### config.mk
export PLATFORM = sky130hd
export DESIGN_NAME = led_hit_aging_list
export DESIGN_NICKNAME = d
export VERILOG_FILES = /design/src/design/lhal_pkg.sv /design/src/design/led_hit_aging_list.sv
export SDC_FILE = /design/constraint.sdc
export NUM_CORES = 1
export LEC_CHECK = 0
export BUFFER_PORTS_ARGS = -buffer_cell sky130_fd_sc_hd__buf_2
export CAP_MARGIN = 20
export CORE_ASPECT_RATIO = 1.1
export CORE_MARGIN = 1
export CORE_UTILIZATION = 45
export DETAILED_ROUTE_END_ITERATION = 8
export PLACE_DENSITY = 0.71
export SLEW_MARGIN = 0
export SYNTH_ARGS = -nofsm -noshare
export SYNTH_HDL_FRONTEND = slang
export SYNTH_SLANG_ARGS = --single-unit
### constraint.sdc
create_clock -name clk -period 9.7 [get_ports clk]
set_input_delay 0.97 -clock clk [delete_from_list [all_inputs] [get_ports clk]]
set_output_delay 0.97 -clock clk [all_outputs]
set_load 0.02 [all_outputs]
### src/design/lhal_pkg.sv
// Package for the LED hit aging list: list depth, field widths and the
// one-hot sequencer states. It has no dependencies.
package lhal_pkg;

    localparam int HIT_DEPTH = 8;
    localparam int IDX_W     = (HIT_DEPTH > 1) ? $clog2(HIT_DEPTH) : 1;
    localparam int CNT_W     = $clog2(HIT_DEPTH + 1);

    localparam int COORD_W   = 8;
    localparam int SPEED_W   = 8;
    localparam int AGE_W     = 17;
    localparam int PROD_W    = AGE_W + SPEED_W;
    localparam int COUNT_W   = 4;

    localparam int IN_DATA_W  = 24;
    localparam int OUT_DATA_W = 16;

    localparam logic [SPEED_W-1:0] SPEED_RESET    = 8'd128;
    localparam logic [PROD_W-1:0]  AGE_LIMIT_BASE = PROD_W'(65535);

    localparam logic CMD_HIT  = 1'b0;
    localparam logic CMD_TICK = 1'b1;

    typedef enum logic [2:0] {
        ST_IDLE = 3'b001,
        ST_WORK = 3'b010,
        ST_DONE = 3'b100
    } state_t;

endpackage

### src/design/led_hit_aging_list.sv
// LED hit aging list: top level with the entry store, the sequencer and the
// shared age update unit. Depends on lhal_pkg.

// A hit word appends one entry unless the list is full. On a tick word a
// single add, multiply and compare unit visits one stored entry per cycle,
// ages it, and either writes it back at the compacted position or counts
// it as expired if speed != 0 and (age + speed) * speed > 65535, the same
// test as age + speed > 65535 / speed. The block takes no new word while
// one is in work; it may accept the next word while the previous result
// still waits on the master side. The user must write speed through the
// cfg port only while the block is idle; the block does not enforce this.
module led_hit_aging_list (
    input  logic                          clk,
    input  logic                          rst_n,
    // cfg_data: speed[7:0]
    input  logic                          cfg_valid,
    output logic                          cfg_ready,
    input  logic [lhal_pkg::SPEED_W-1:0]  cfg_data,
    input  logic                          s_axis_tvalid,
    output logic                          s_axis_tready,
    // s_axis_tdata: led_x[7:0], led_y[15:8], led_number[23:16]
    input  logic [lhal_pkg::IN_DATA_W-1:0] s_axis_tdata,
    // s_axis_tuser: cmd[0]
    input  logic                          s_axis_tuser,
    output logic                          m_axis_tvalid,
    input  logic                          m_axis_tready,
    // m_axis_tdata: entry_count[3:0], stored[4], expired[8:5], zeros[15:9]
    output logic [lhal_pkg::OUT_DATA_W-1:0] m_axis_tdata
);
    import lhal_pkg::*;

    state_t               state_reg, state_next;
    logic [SPEED_W-1:0]   speed_reg;
    logic [CNT_W-1:0]     held_reg, held_next;
    logic [CNT_W-1:0]     rd_reg, rd_next;
    logic [CNT_W-1:0]     keep_reg, keep_next;
    logic [CNT_W-1:0]     expired_reg, expired_next;
    logic                 stored_reg, stored_next;
    logic                 cmd_reg;
    logic [COORD_W-1:0]   in_x_reg, in_y_reg, in_led_reg;
    logic                 out_valid_reg;
    logic [OUT_DATA_W-1:0] out_data_reg;

    logic [COORD_W-1:0]   xs_reg   [HIT_DEPTH];
    logic [COORD_W-1:0]   ys_reg   [HIT_DEPTH];
    logic [COORD_W-1:0]   leds_reg [HIT_DEPTH];
    logic [AGE_W-1:0]     ages_reg [HIT_DEPTH];

    logic                 in_fire, out_load;
    logic [IDX_W-1:0]     rd_idx;
    logic [AGE_W-1:0]     age_sum;
    logic [PROD_W-1:0]    age_prod;
    logic                 drop;
    logic                 wr_en;
    logic [IDX_W-1:0]     wr_idx;
    logic [COORD_W-1:0]   wr_x, wr_y, wr_led;
    logic [AGE_W-1:0]     wr_age;

    assign cfg_ready     = 1'b1;
    assign s_axis_tready = (state_reg == ST_IDLE);
    assign in_fire       = s_axis_tvalid && s_axis_tready;
    assign out_load      = (state_reg == ST_DONE) && (!out_valid_reg || m_axis_tready);
    assign m_axis_tvalid = out_valid_reg;
    assign m_axis_tdata  = out_data_reg;

    // Shared aging unit: reads the entry under the read pointer.
    assign rd_idx   = rd_reg[IDX_W-1:0];
    assign age_sum  = ages_reg[rd_idx] + AGE_W'(speed_reg);
    assign age_prod = PROD_W'(age_sum) * PROD_W'(speed_reg);
    assign drop     = (speed_reg != '0) && (age_prod > AGE_LIMIT_BASE);

    always_comb
    begin
        state_next   = state_reg;
        held_next    = held_reg;
        rd_next      = rd_reg;
        keep_next    = keep_reg;
        expired_next = expired_reg;
        stored_next  = stored_reg;
        wr_en        = 1'b0;
        wr_idx       = held_reg[IDX_W-1:0];
        wr_x         = in_x_reg;
        wr_y         = in_y_reg;
        wr_led       = in_led_reg;
        wr_age       = '0;
        unique case (state_reg)
            ST_IDLE:
            begin
                if (in_fire)
                begin
                    state_next   = ST_WORK;
                    rd_next      = '0;
                    keep_next    = '0;
                    expired_next = '0;
                    stored_next  = 1'b0;
                end
            end
            ST_WORK:
            begin
                if (cmd_reg == CMD_HIT)
                begin
                    if (held_reg < CNT_W'(HIT_DEPTH))
                    begin
                        wr_en       = 1'b1;
                        held_next   = held_reg + 1'b1;
                        stored_next = 1'b1;
                    end
                    state_next = ST_DONE;
                end
                else if (rd_reg < held_reg)
                begin
                    rd_next = rd_reg + 1'b1;
                    if (drop)
                    begin
                        expired_next = expired_reg + 1'b1;
                    end
                    else
                    begin
                        // Kept entries slide down over the expired ones.
                        wr_en     = 1'b1;
                        wr_idx    = keep_reg[IDX_W-1:0];
                        wr_x      = xs_reg[rd_idx];
                        wr_y      = ys_reg[rd_idx];
                        wr_led    = leds_reg[rd_idx];
                        wr_age    = age_sum;
                        keep_next = keep_reg + 1'b1;
                    end
                end
                else
                begin
                    held_next  = keep_reg;
                    state_next = ST_DONE;
                end
            end
            ST_DONE:
            begin
                if (out_load)
                begin
                    state_next = ST_IDLE;
                end
            end
            default:
            begin
                state_next = ST_IDLE;
            end
        endcase
    end

    always_ff @(posedge clk or negedge rst_n)
    begin
        if (!rst_n)
        begin
            state_reg     <= ST_IDLE;
            speed_reg     <= SPEED_RESET;
            held_reg      <= '0;
            rd_reg        <= '0;
            keep_reg      <= '0;
            expired_reg   <= '0;
            stored_reg    <= 1'b0;
            out_valid_reg <= 1'b0;
        end
        else
        begin
            state_reg   <= state_next;
            held_reg    <= held_next;
            rd_reg      <= rd_next;
            keep_reg    <= keep_next;
            expired_reg <= expired_next;
            stored_reg  <= stored_next;
            if (cfg_valid && cfg_ready)
            begin
                speed_reg <= cfg_data;
            end
            if (out_load)
            begin
                out_valid_reg <= 1'b1;
            end
            else if (m_axis_tready)
            begin
                out_valid_reg <= 1'b0;
            end
        end
    end

    always_ff @(posedge clk)
    begin
        if (in_fire)
        begin
            cmd_reg    <= s_axis_tuser;
            in_x_reg   <= s_axis_tdata[7:0];
            in_y_reg   <= s_axis_tdata[15:8];
            in_led_reg <= s_axis_tdata[23:16];
        end
        if (out_load)
        begin
            out_data_reg <= {7'b0, COUNT_W'(expired_reg), stored_reg, COUNT_W'(held_reg)};
        end
        if (wr_en)
        begin
            xs_reg[wr_idx]   <= wr_x;
            ys_reg[wr_idx]   <= wr_y;
            leds_reg[wr_idx] <= wr_led;
            ages_reg[wr_idx] <= wr_age;
        end
    end

    a_held_bound: assert property (@(posedge clk) disable iff (!rst_n)
        held_reg <= CNT_W'(HIT_DEPTH))
        else $error("entry count exceeds list depth");

    a_compact_order: assert property (@(posedge clk) disable iff (!rst_n)
        (state_reg == ST_WORK) |-> (keep_reg <= rd_reg && rd_reg <= held_reg))
        else $error("compaction pointers out of order");

    a_tick_balance: assert property (@(posedge clk) disable iff (!rst_n)
        (state_reg == ST_WORK && cmd_reg == CMD_TICK) |-> (keep_reg + expired_reg == rd_reg))
        else $error("kept plus expired does not match entries visited");

    a_result_after_done: assert property (@(posedge clk) disable iff (!rst_n)
        $rose(out_valid_reg) |-> $past(state_reg == ST_DONE))
        else $error("result word raised outside the done state");

endmodule
=== Yosys cells after proc, flatten, opt, wreduce, memory -nomap -nowiden ===
Memories as Yosys holds them, arrays and structs flattened.
Cells that the tools add are included.

* Latch bits: 0
* Word-level logic and storage cells: 89
* Bits of input ports: 38
* Memories kept: 1
* Register bits after elaboration: 39
* RAM bits: 136
* Output and inout bits: 19
* ROM bits: 0

{| class="wikitable"
|+ Memories
! memory !! words !! bits a word !! rd ports !! clocked after Yosys merged registers in !! write ports !! RTL line !! source
|-
| ages_reg || 8 || 17 || 1 || 0 || 1 || led_hit_aging_list.sv:47 || <nowiki>logic [AGE_W-1:0] ages_reg [HIT_DEPTH];</nowiki>
|}

* Reduce and logical (&&, ||, !) cells: 15
* Bitwise logic cells: 0
* Divide/modulo/power cells: 0
* Multiply operators: 1
* Order comparisons: 3
* Shifts and indexed selects: 0
* Eq/ne operators: 13
* Add/sub/neg operators: 5
* Multiplexer cells: 41

{| class="wikitable"
|+ Operators with widths
! operator !! count
|-
| two-way mux 17 bit || 4
|-
| two-way mux 4 bit || 12
|-
| greater-than comparator 25 x 16 -> 1 bit, second input constant || 1
|-
| multiplier 17 x 8 -> 25 bit || 1
|-
| two-way mux 3 bit || 8
|-
| one-hot mux 4 bit (2 select lines) || 3
|-
| adder 17 x 8 -> 17 bit || 1
|-
| adder 4 x 1 -> 4 bit, second input constant || 4
|-
| != test 2 bit, second input constant || 8
|-
| two-way mux 1 bit || 12
|-
| AND reduction 5 bit || 2
|-
| one-hot mux 3 bit (3 select lines) || 1
|-
| AND reduction 4 bit || 2
|-
| nonzero test 8 bit || 1
|-
| AND reduction 3 bit || 2
|-
| nonzero test 2 bit || 3
|-
| < comparator 4 bit || 1
|-
| < comparator 4 bit, second input constant || 1
|-
| equality test 3 x 1 -> 1 bit, second input constant || 1
|-
| equality test 3 x 2 -> 1 bit, second input constant || 1
|-
| equality test 3 bit, second input constant || 1
|-
| logical AND 1 bit || 3
|-
| != test 3 bit, second input constant || 1
|-
| != test 2 x 1 -> 1 bit, second input constant || 1
|-
| 3 further kinds || 3
|}

=== Depth between registers and ports, before layout ===
An unclocked memory read counts as a cell.

* Depth after elaboration: 11
* Mapped depth: 37
* Depth with buffers taken out: 31

=== Least setup slack after synthesis ===
OpenSTA, ideal clock, no wires.

* Path type: register to register
* From: register rd_reg[1]
* To: memory ages_reg[0][0], enable pin
* Slack: -0.414 ns
* Path buffers: 4
* Period minus slack after synthesis: 10.114 ns
* Data required time: 9.282 ns
* Cell stages (with the launch flop): 35
* Arrival: 9.696 ns
* Setup time: 0.418 ns
* Path through: dfrtp_1 -> clkbuf_1 -> clkbuf_1 -> clkbuf_1 -> clkbuf_1 -> mux4_2 -> mux2i_1 -> inv_1 -> ha_1 -> inv_1 -> fa_1 -> nor2b_1 -> o21ai_0 -> a21boi_0 -> o21ai_0 -> a21oi_1 -> nor2_1 -> or3_1 -> xor2_1 -> and2_1 -> fa_1 -> fa_1 -> fa_1 -> inv_1 -> fa_1 -> inv_1 -> ha_1 -> nand4_1 -> a2111oi_0 -> a211o_1 -> xnor2_1 -> nand4_1 -> o31ai_4 -> nand3_1 -> o31ai_1

* Cells in the longest elaborated chain, start to end: 11
* Elaborated cells on any way between the ends: 16
* Classes of those cells: add/sub (1); mul (1); order compare (2); mux (10); reduce/logical (1); memory (1)

{| class="wikitable"
|+ RTL lines
! what !! RTL line !! source
|-
| start: declaration || led_hit_aging_list.sv:35 || <nowiki>logic [CNT_W-1:0] rd_reg, rd_next;</nowiki>
|-
| start signal: assignment || led_hit_aging_list.sv:166 || <nowiki>rd_reg <= rd_next;</nowiki>
|-
| memory read (8 x 17 bit) || - ||
|-
| adder 17 x 8 -> 17 bit || led_hit_aging_list.sv:68 || <nowiki>assign age_sum = ages_reg[rd_idx] + AGE_W'(speed_reg);</nowiki>
|-
| multiplier 17 x 8 -> 25 bit || led_hit_aging_list.sv:69 || <nowiki>assign age_prod = PROD_W'(age_sum) * PROD_W'(speed_reg);</nowiki>
|-
| greater-than comparator 25 x 16 -> 1 bit || led_hit_aging_list.sv:70 || <nowiki>assign drop = (speed_reg != '0) && (age_prod > AGE_LIMIT_BASE);</nowiki>
|-
| logical AND 1 bit || led_hit_aging_list.sv:70 ||
|-
| two-way mux 1 bit || led_hit_aging_list.sv:113 || <nowiki>if (drop)</nowiki>
|-
| two-way mux 1 bit || led_hit_aging_list.sv:110 || <nowiki>else if (rd_reg < held_reg)</nowiki>
|-
| two-way mux 1 bit || led_hit_aging_list.sv:100 || <nowiki>if (cmd_reg == CMD_HIT)</nowiki>
|-
| two-way mux 1 bit || led_hit_aging_list.sv:86 || <nowiki>unique case (state_reg)</nowiki>
|-
| two-way mux 1 bit || - ||
|-
| two-way mux 1 bit (implied by the code) || led_hit_aging_list.sv:203 || <nowiki>ages_reg[wr_idx] <= wr_age;</nowiki>
|-
| end: declaration || led_hit_aging_list.sv:47 ||
|}

Several ways; a longest one is shown, not always the timed one.

=== Final worst setup path ===
* From: register rd_reg[0]
* To: memory ages_reg[6][1], enable pin

Same word-level chain as after synthesis.

==> metrics.csv <==
stage;metric;value;unit
timing;crit share post-route;94.0;%
setup_path;Startpoint Class;flop;
die;die area;26800;um^2
drt;DRT iter0 DRCs;396;
clocking;CTS Root Cell;clkbuf_16;
grt;first-pass GRT wire length;40600;um
finish;area growth from synthesis to layout;11.0;%
synth;most numerous cell in the Yosys netlist;edfxtp_1;
placement;I/O Buffers;24;
timing;Fin Setup TNS;0;ns
placement;DP Area;12500;um^2
clocking;H-tree levels;4;
synth;area leader, netlist;edfxtp_1;
setup_path;crit-path most repeated cell;fa_1;
die;Initial Util;46.2;%
setup_path;Slowest cell on crit path;fa_1;
grt;number of global-route vias before repair;7509;
setup_path;Setup crit start;rd_reg[0];
synth;synth unique cells;59;
min_path;Hold Crit Class;flop to flop;
finish;cell area after layout;13100;um^2
drt;DR pass1 iterations;5;
clocking;total CTS buffers;17;
timing;Max Slew Vio Count;0;
finish;max reg flops;136;
setup_path;worst r2r src;rd_reg[0];
drt;Post-route DRC;0;
synth;share of the synthesized area in the top cell type;37.2;%
synth;Commonest cells post-synth;edfxtp_1 (146), inv_1 (114), and2_1 (105);
drt;WL final;24400;um
min_path;critical hold path startpoint;stored_reg;
die;# IOs;57;
timing;FMAX;110;MHz
pwr;Power Dens Cells;330;nW/um^2
timing;Final Critical Period;9.12;ns
setup_path;R2R cell count;29;
finish;nets;1176;
die;Die X;156;um
synth;Warnings, synthesis;0;
clocking;clock slew at reported path FFs;0.07;ns
setup_path;slowest cell delay on critical path;0.56;ns
timing;final setup vio count;0;
clocking;CTS tree;yes;
placement;placed wire-length estimate;16900;um
clocking;Clock Path Buffers;2;
synth;Avg Cell Area, Syn;12.6;um^2
pwr;worst vdd ir;0.289;mV
setup_path;crit path DAT;9.21;ns
grt;Tot GR Track Use;20.1;%
synth;synthesized instance count;938;
synth;Yosys reg bits;175;
synth;synth top area cells;edfxtp_1 (37%), fa_1 (15%), mux4_2 (6.5%), ha_1 (6.5%), dfrtp_1 (5.7%);
grt;largest net degree at the start of global routing;31;
timing;final hold violations;0;
grt;initial antenna violation count;0;
run_status;status;finished clean;
die;Core Area;25500;um^2
finish;proportion of layout cells with a drive suffix above 1;15.4;%
setup_path;critical path type;flop to flop;
synth;Post-synth EDFFs;146;
drt;post-DR wirelength/cell;18.2;um
setup_path;Critical Path RT;9.79;ns
drt;Antenna Nets Post-Route;0;
clocking;CTS sink count;175;
timing;Rel. slew slack;42.6;%
min_path;Worst Hold Depth;0;
clocking;setup repair bufs after CTS;0;
timing;Worst Tran Pin Value;0.855;ns
pwr;Leak;5.56;nW
timing;Clock Skews;0.0105;ns
clocking;worst skew pair latency;0.43;ns
setup_path;Worst Path Max Fanout;17;
drt;drt via density;5.35;
setup_path;crit end category;flop;
die;Rows;61;
synth;asr flop ratio synth;16.6;%
grt;Remaining Overflow, GRT;0;
synth;mapped cell area;11800;um^2
synth;register area share after synthesis;43.4;%
die;die height;172;um
synth;ys flop type;edfxtp_1;
job;max-cap check violation count;0;
finish;ant diodes;0;
drt;DR vias;7190;
placement;routability congestion estimate;0.802;
## cell usage in the layout, fill, tap and decap left out, types with 4 or more instances in the layout
cell type / Yosys / layout
or3_1: 9 / 9
dfrtp_1: 27 / 26
nor2b_1: 20 / 20
mux4_2: 34 / 34
nand2_1: 58 / 58
clkbuf_1: 16 / 4
and3_1: 7 / 7
buf_4: 8 / 29
a21oi_1: 35 / 35
nand2b_1: 15 / 15
conb_1: 2 / 8
nor3_1: 8 / 8
inv_6: 0 / 4
nor2_1: 20 / 20
ha_1: 61 / 61
fa_1: 91 / 91
buf_2: 6 / 24
and2_1: 105 / 105
o21ai_0: 22 / 22
a211oi_1: 4 / 4
clkbuf_16: 0 / 17
nand4_1: 6 / 6
mux2_2: 16 / 16
nand3_1: 9 / 7
xor2_1: 11 / 10
a21o_1: 8 / 8
mux2i_1: 18 / 18
inv_1: 114 / 114
edfxtp_1: 146 / 146
xnor2_1: 12 / 12
## power by group
group | internal (mW) | total (mW) | switching [mW]
clock | 0.339 | 0.628 | 0.289
combinational | 1.13 | 2.78 | 1.66
sequential | 0.847 | 0.896 | 0.0490
## cells by family after synthesis
group	Yosys count	share of synthesized area, %
buf+inv	147	5.01
fa+ha+maj	152	22.0
compound gates	106	5.95
flops	175	43.4
simple gates	265	12.3
xor+xnor	23	1.71
other cells	2	0.0638
mux	68	9.57
## through the flow
stage / utilization [%] / total power, mW / setup slack, ns / cells / hold WS [ns]
2_1_floorplan: - / 3.06 / 0.0557 / 944 / 0.423
3_3_place_gp: 49.0 / 3.60 / 0.312 / 1313 / 0.437
3_5_place_dp: 49.0 / 3.66 / 0.149 / 1313 / 0.444
4_1_cts: 51.1 / 4.31 / 0.120 / 1345 / 0.459
5_1_grt: 51.3 / 4.81 / -0.00709 / 1345 / 0.478
6_report: 51.3 / 4.31 / 0.583 / 1345 / 0.465
## timing repair
action	4_1_cts	5_1_grt
resized for setup	0	9
setup endpoints to repair	0	224
hold buffers	0	0
## critical path, delay by kind of cell, from the launching register on
kind,cells,cell delay (ns)
multiplexers,2,0.83
AND/OR/NAND/NOR,7,1.52
adder cells (fa/ha/maj),6,2.79
buffers and inverters,5,0.91
AO/OA/AOI/OAI,8,1.98
flip-flops,1,0.55
XOR/XNOR,1,0.16
## final timing paths
| path | endpoint | slack [ns] |
|---|---|---|
| min reg2reg | m_axis_tdata[4] | 0.47 |
| min in group asynchronous | held_reg[1] | 0.59 |
| max | ages_reg[6][1] | 0.58 |
| max in group asynchronous | rd_reg[0] | 8.57 |
| min | m_axis_tdata[4] | 0.47 |
| max reg2reg | ages_reg[6][1] | 0.58 |
## layer usage
| metal | vias up | global-route usage [%] | routed length [um] |
|---|---|---|---|
| met5 | - | 0 | 0 |
| met4 | 0 | 5.67 | 386 |
| met3 | 32 | 2.95 | 790 |
| met2 | 144 | 34.8 | 12800 |
| met1 | 3680 | 26.2 | 10500 |
| li1 | 3334 | - | - |
## cell type report
cell class	instances	area (um^2)
well taps	346	433
flip-flops and latches	175	5120
clock inverters	10	78.8
fillers	2159	12400
repair buffers	55	360
inverters	115	432
clock buffers	22	454
multi-input cells	622	6190
No activity file was read; power rests on OpenSTA's default activity.
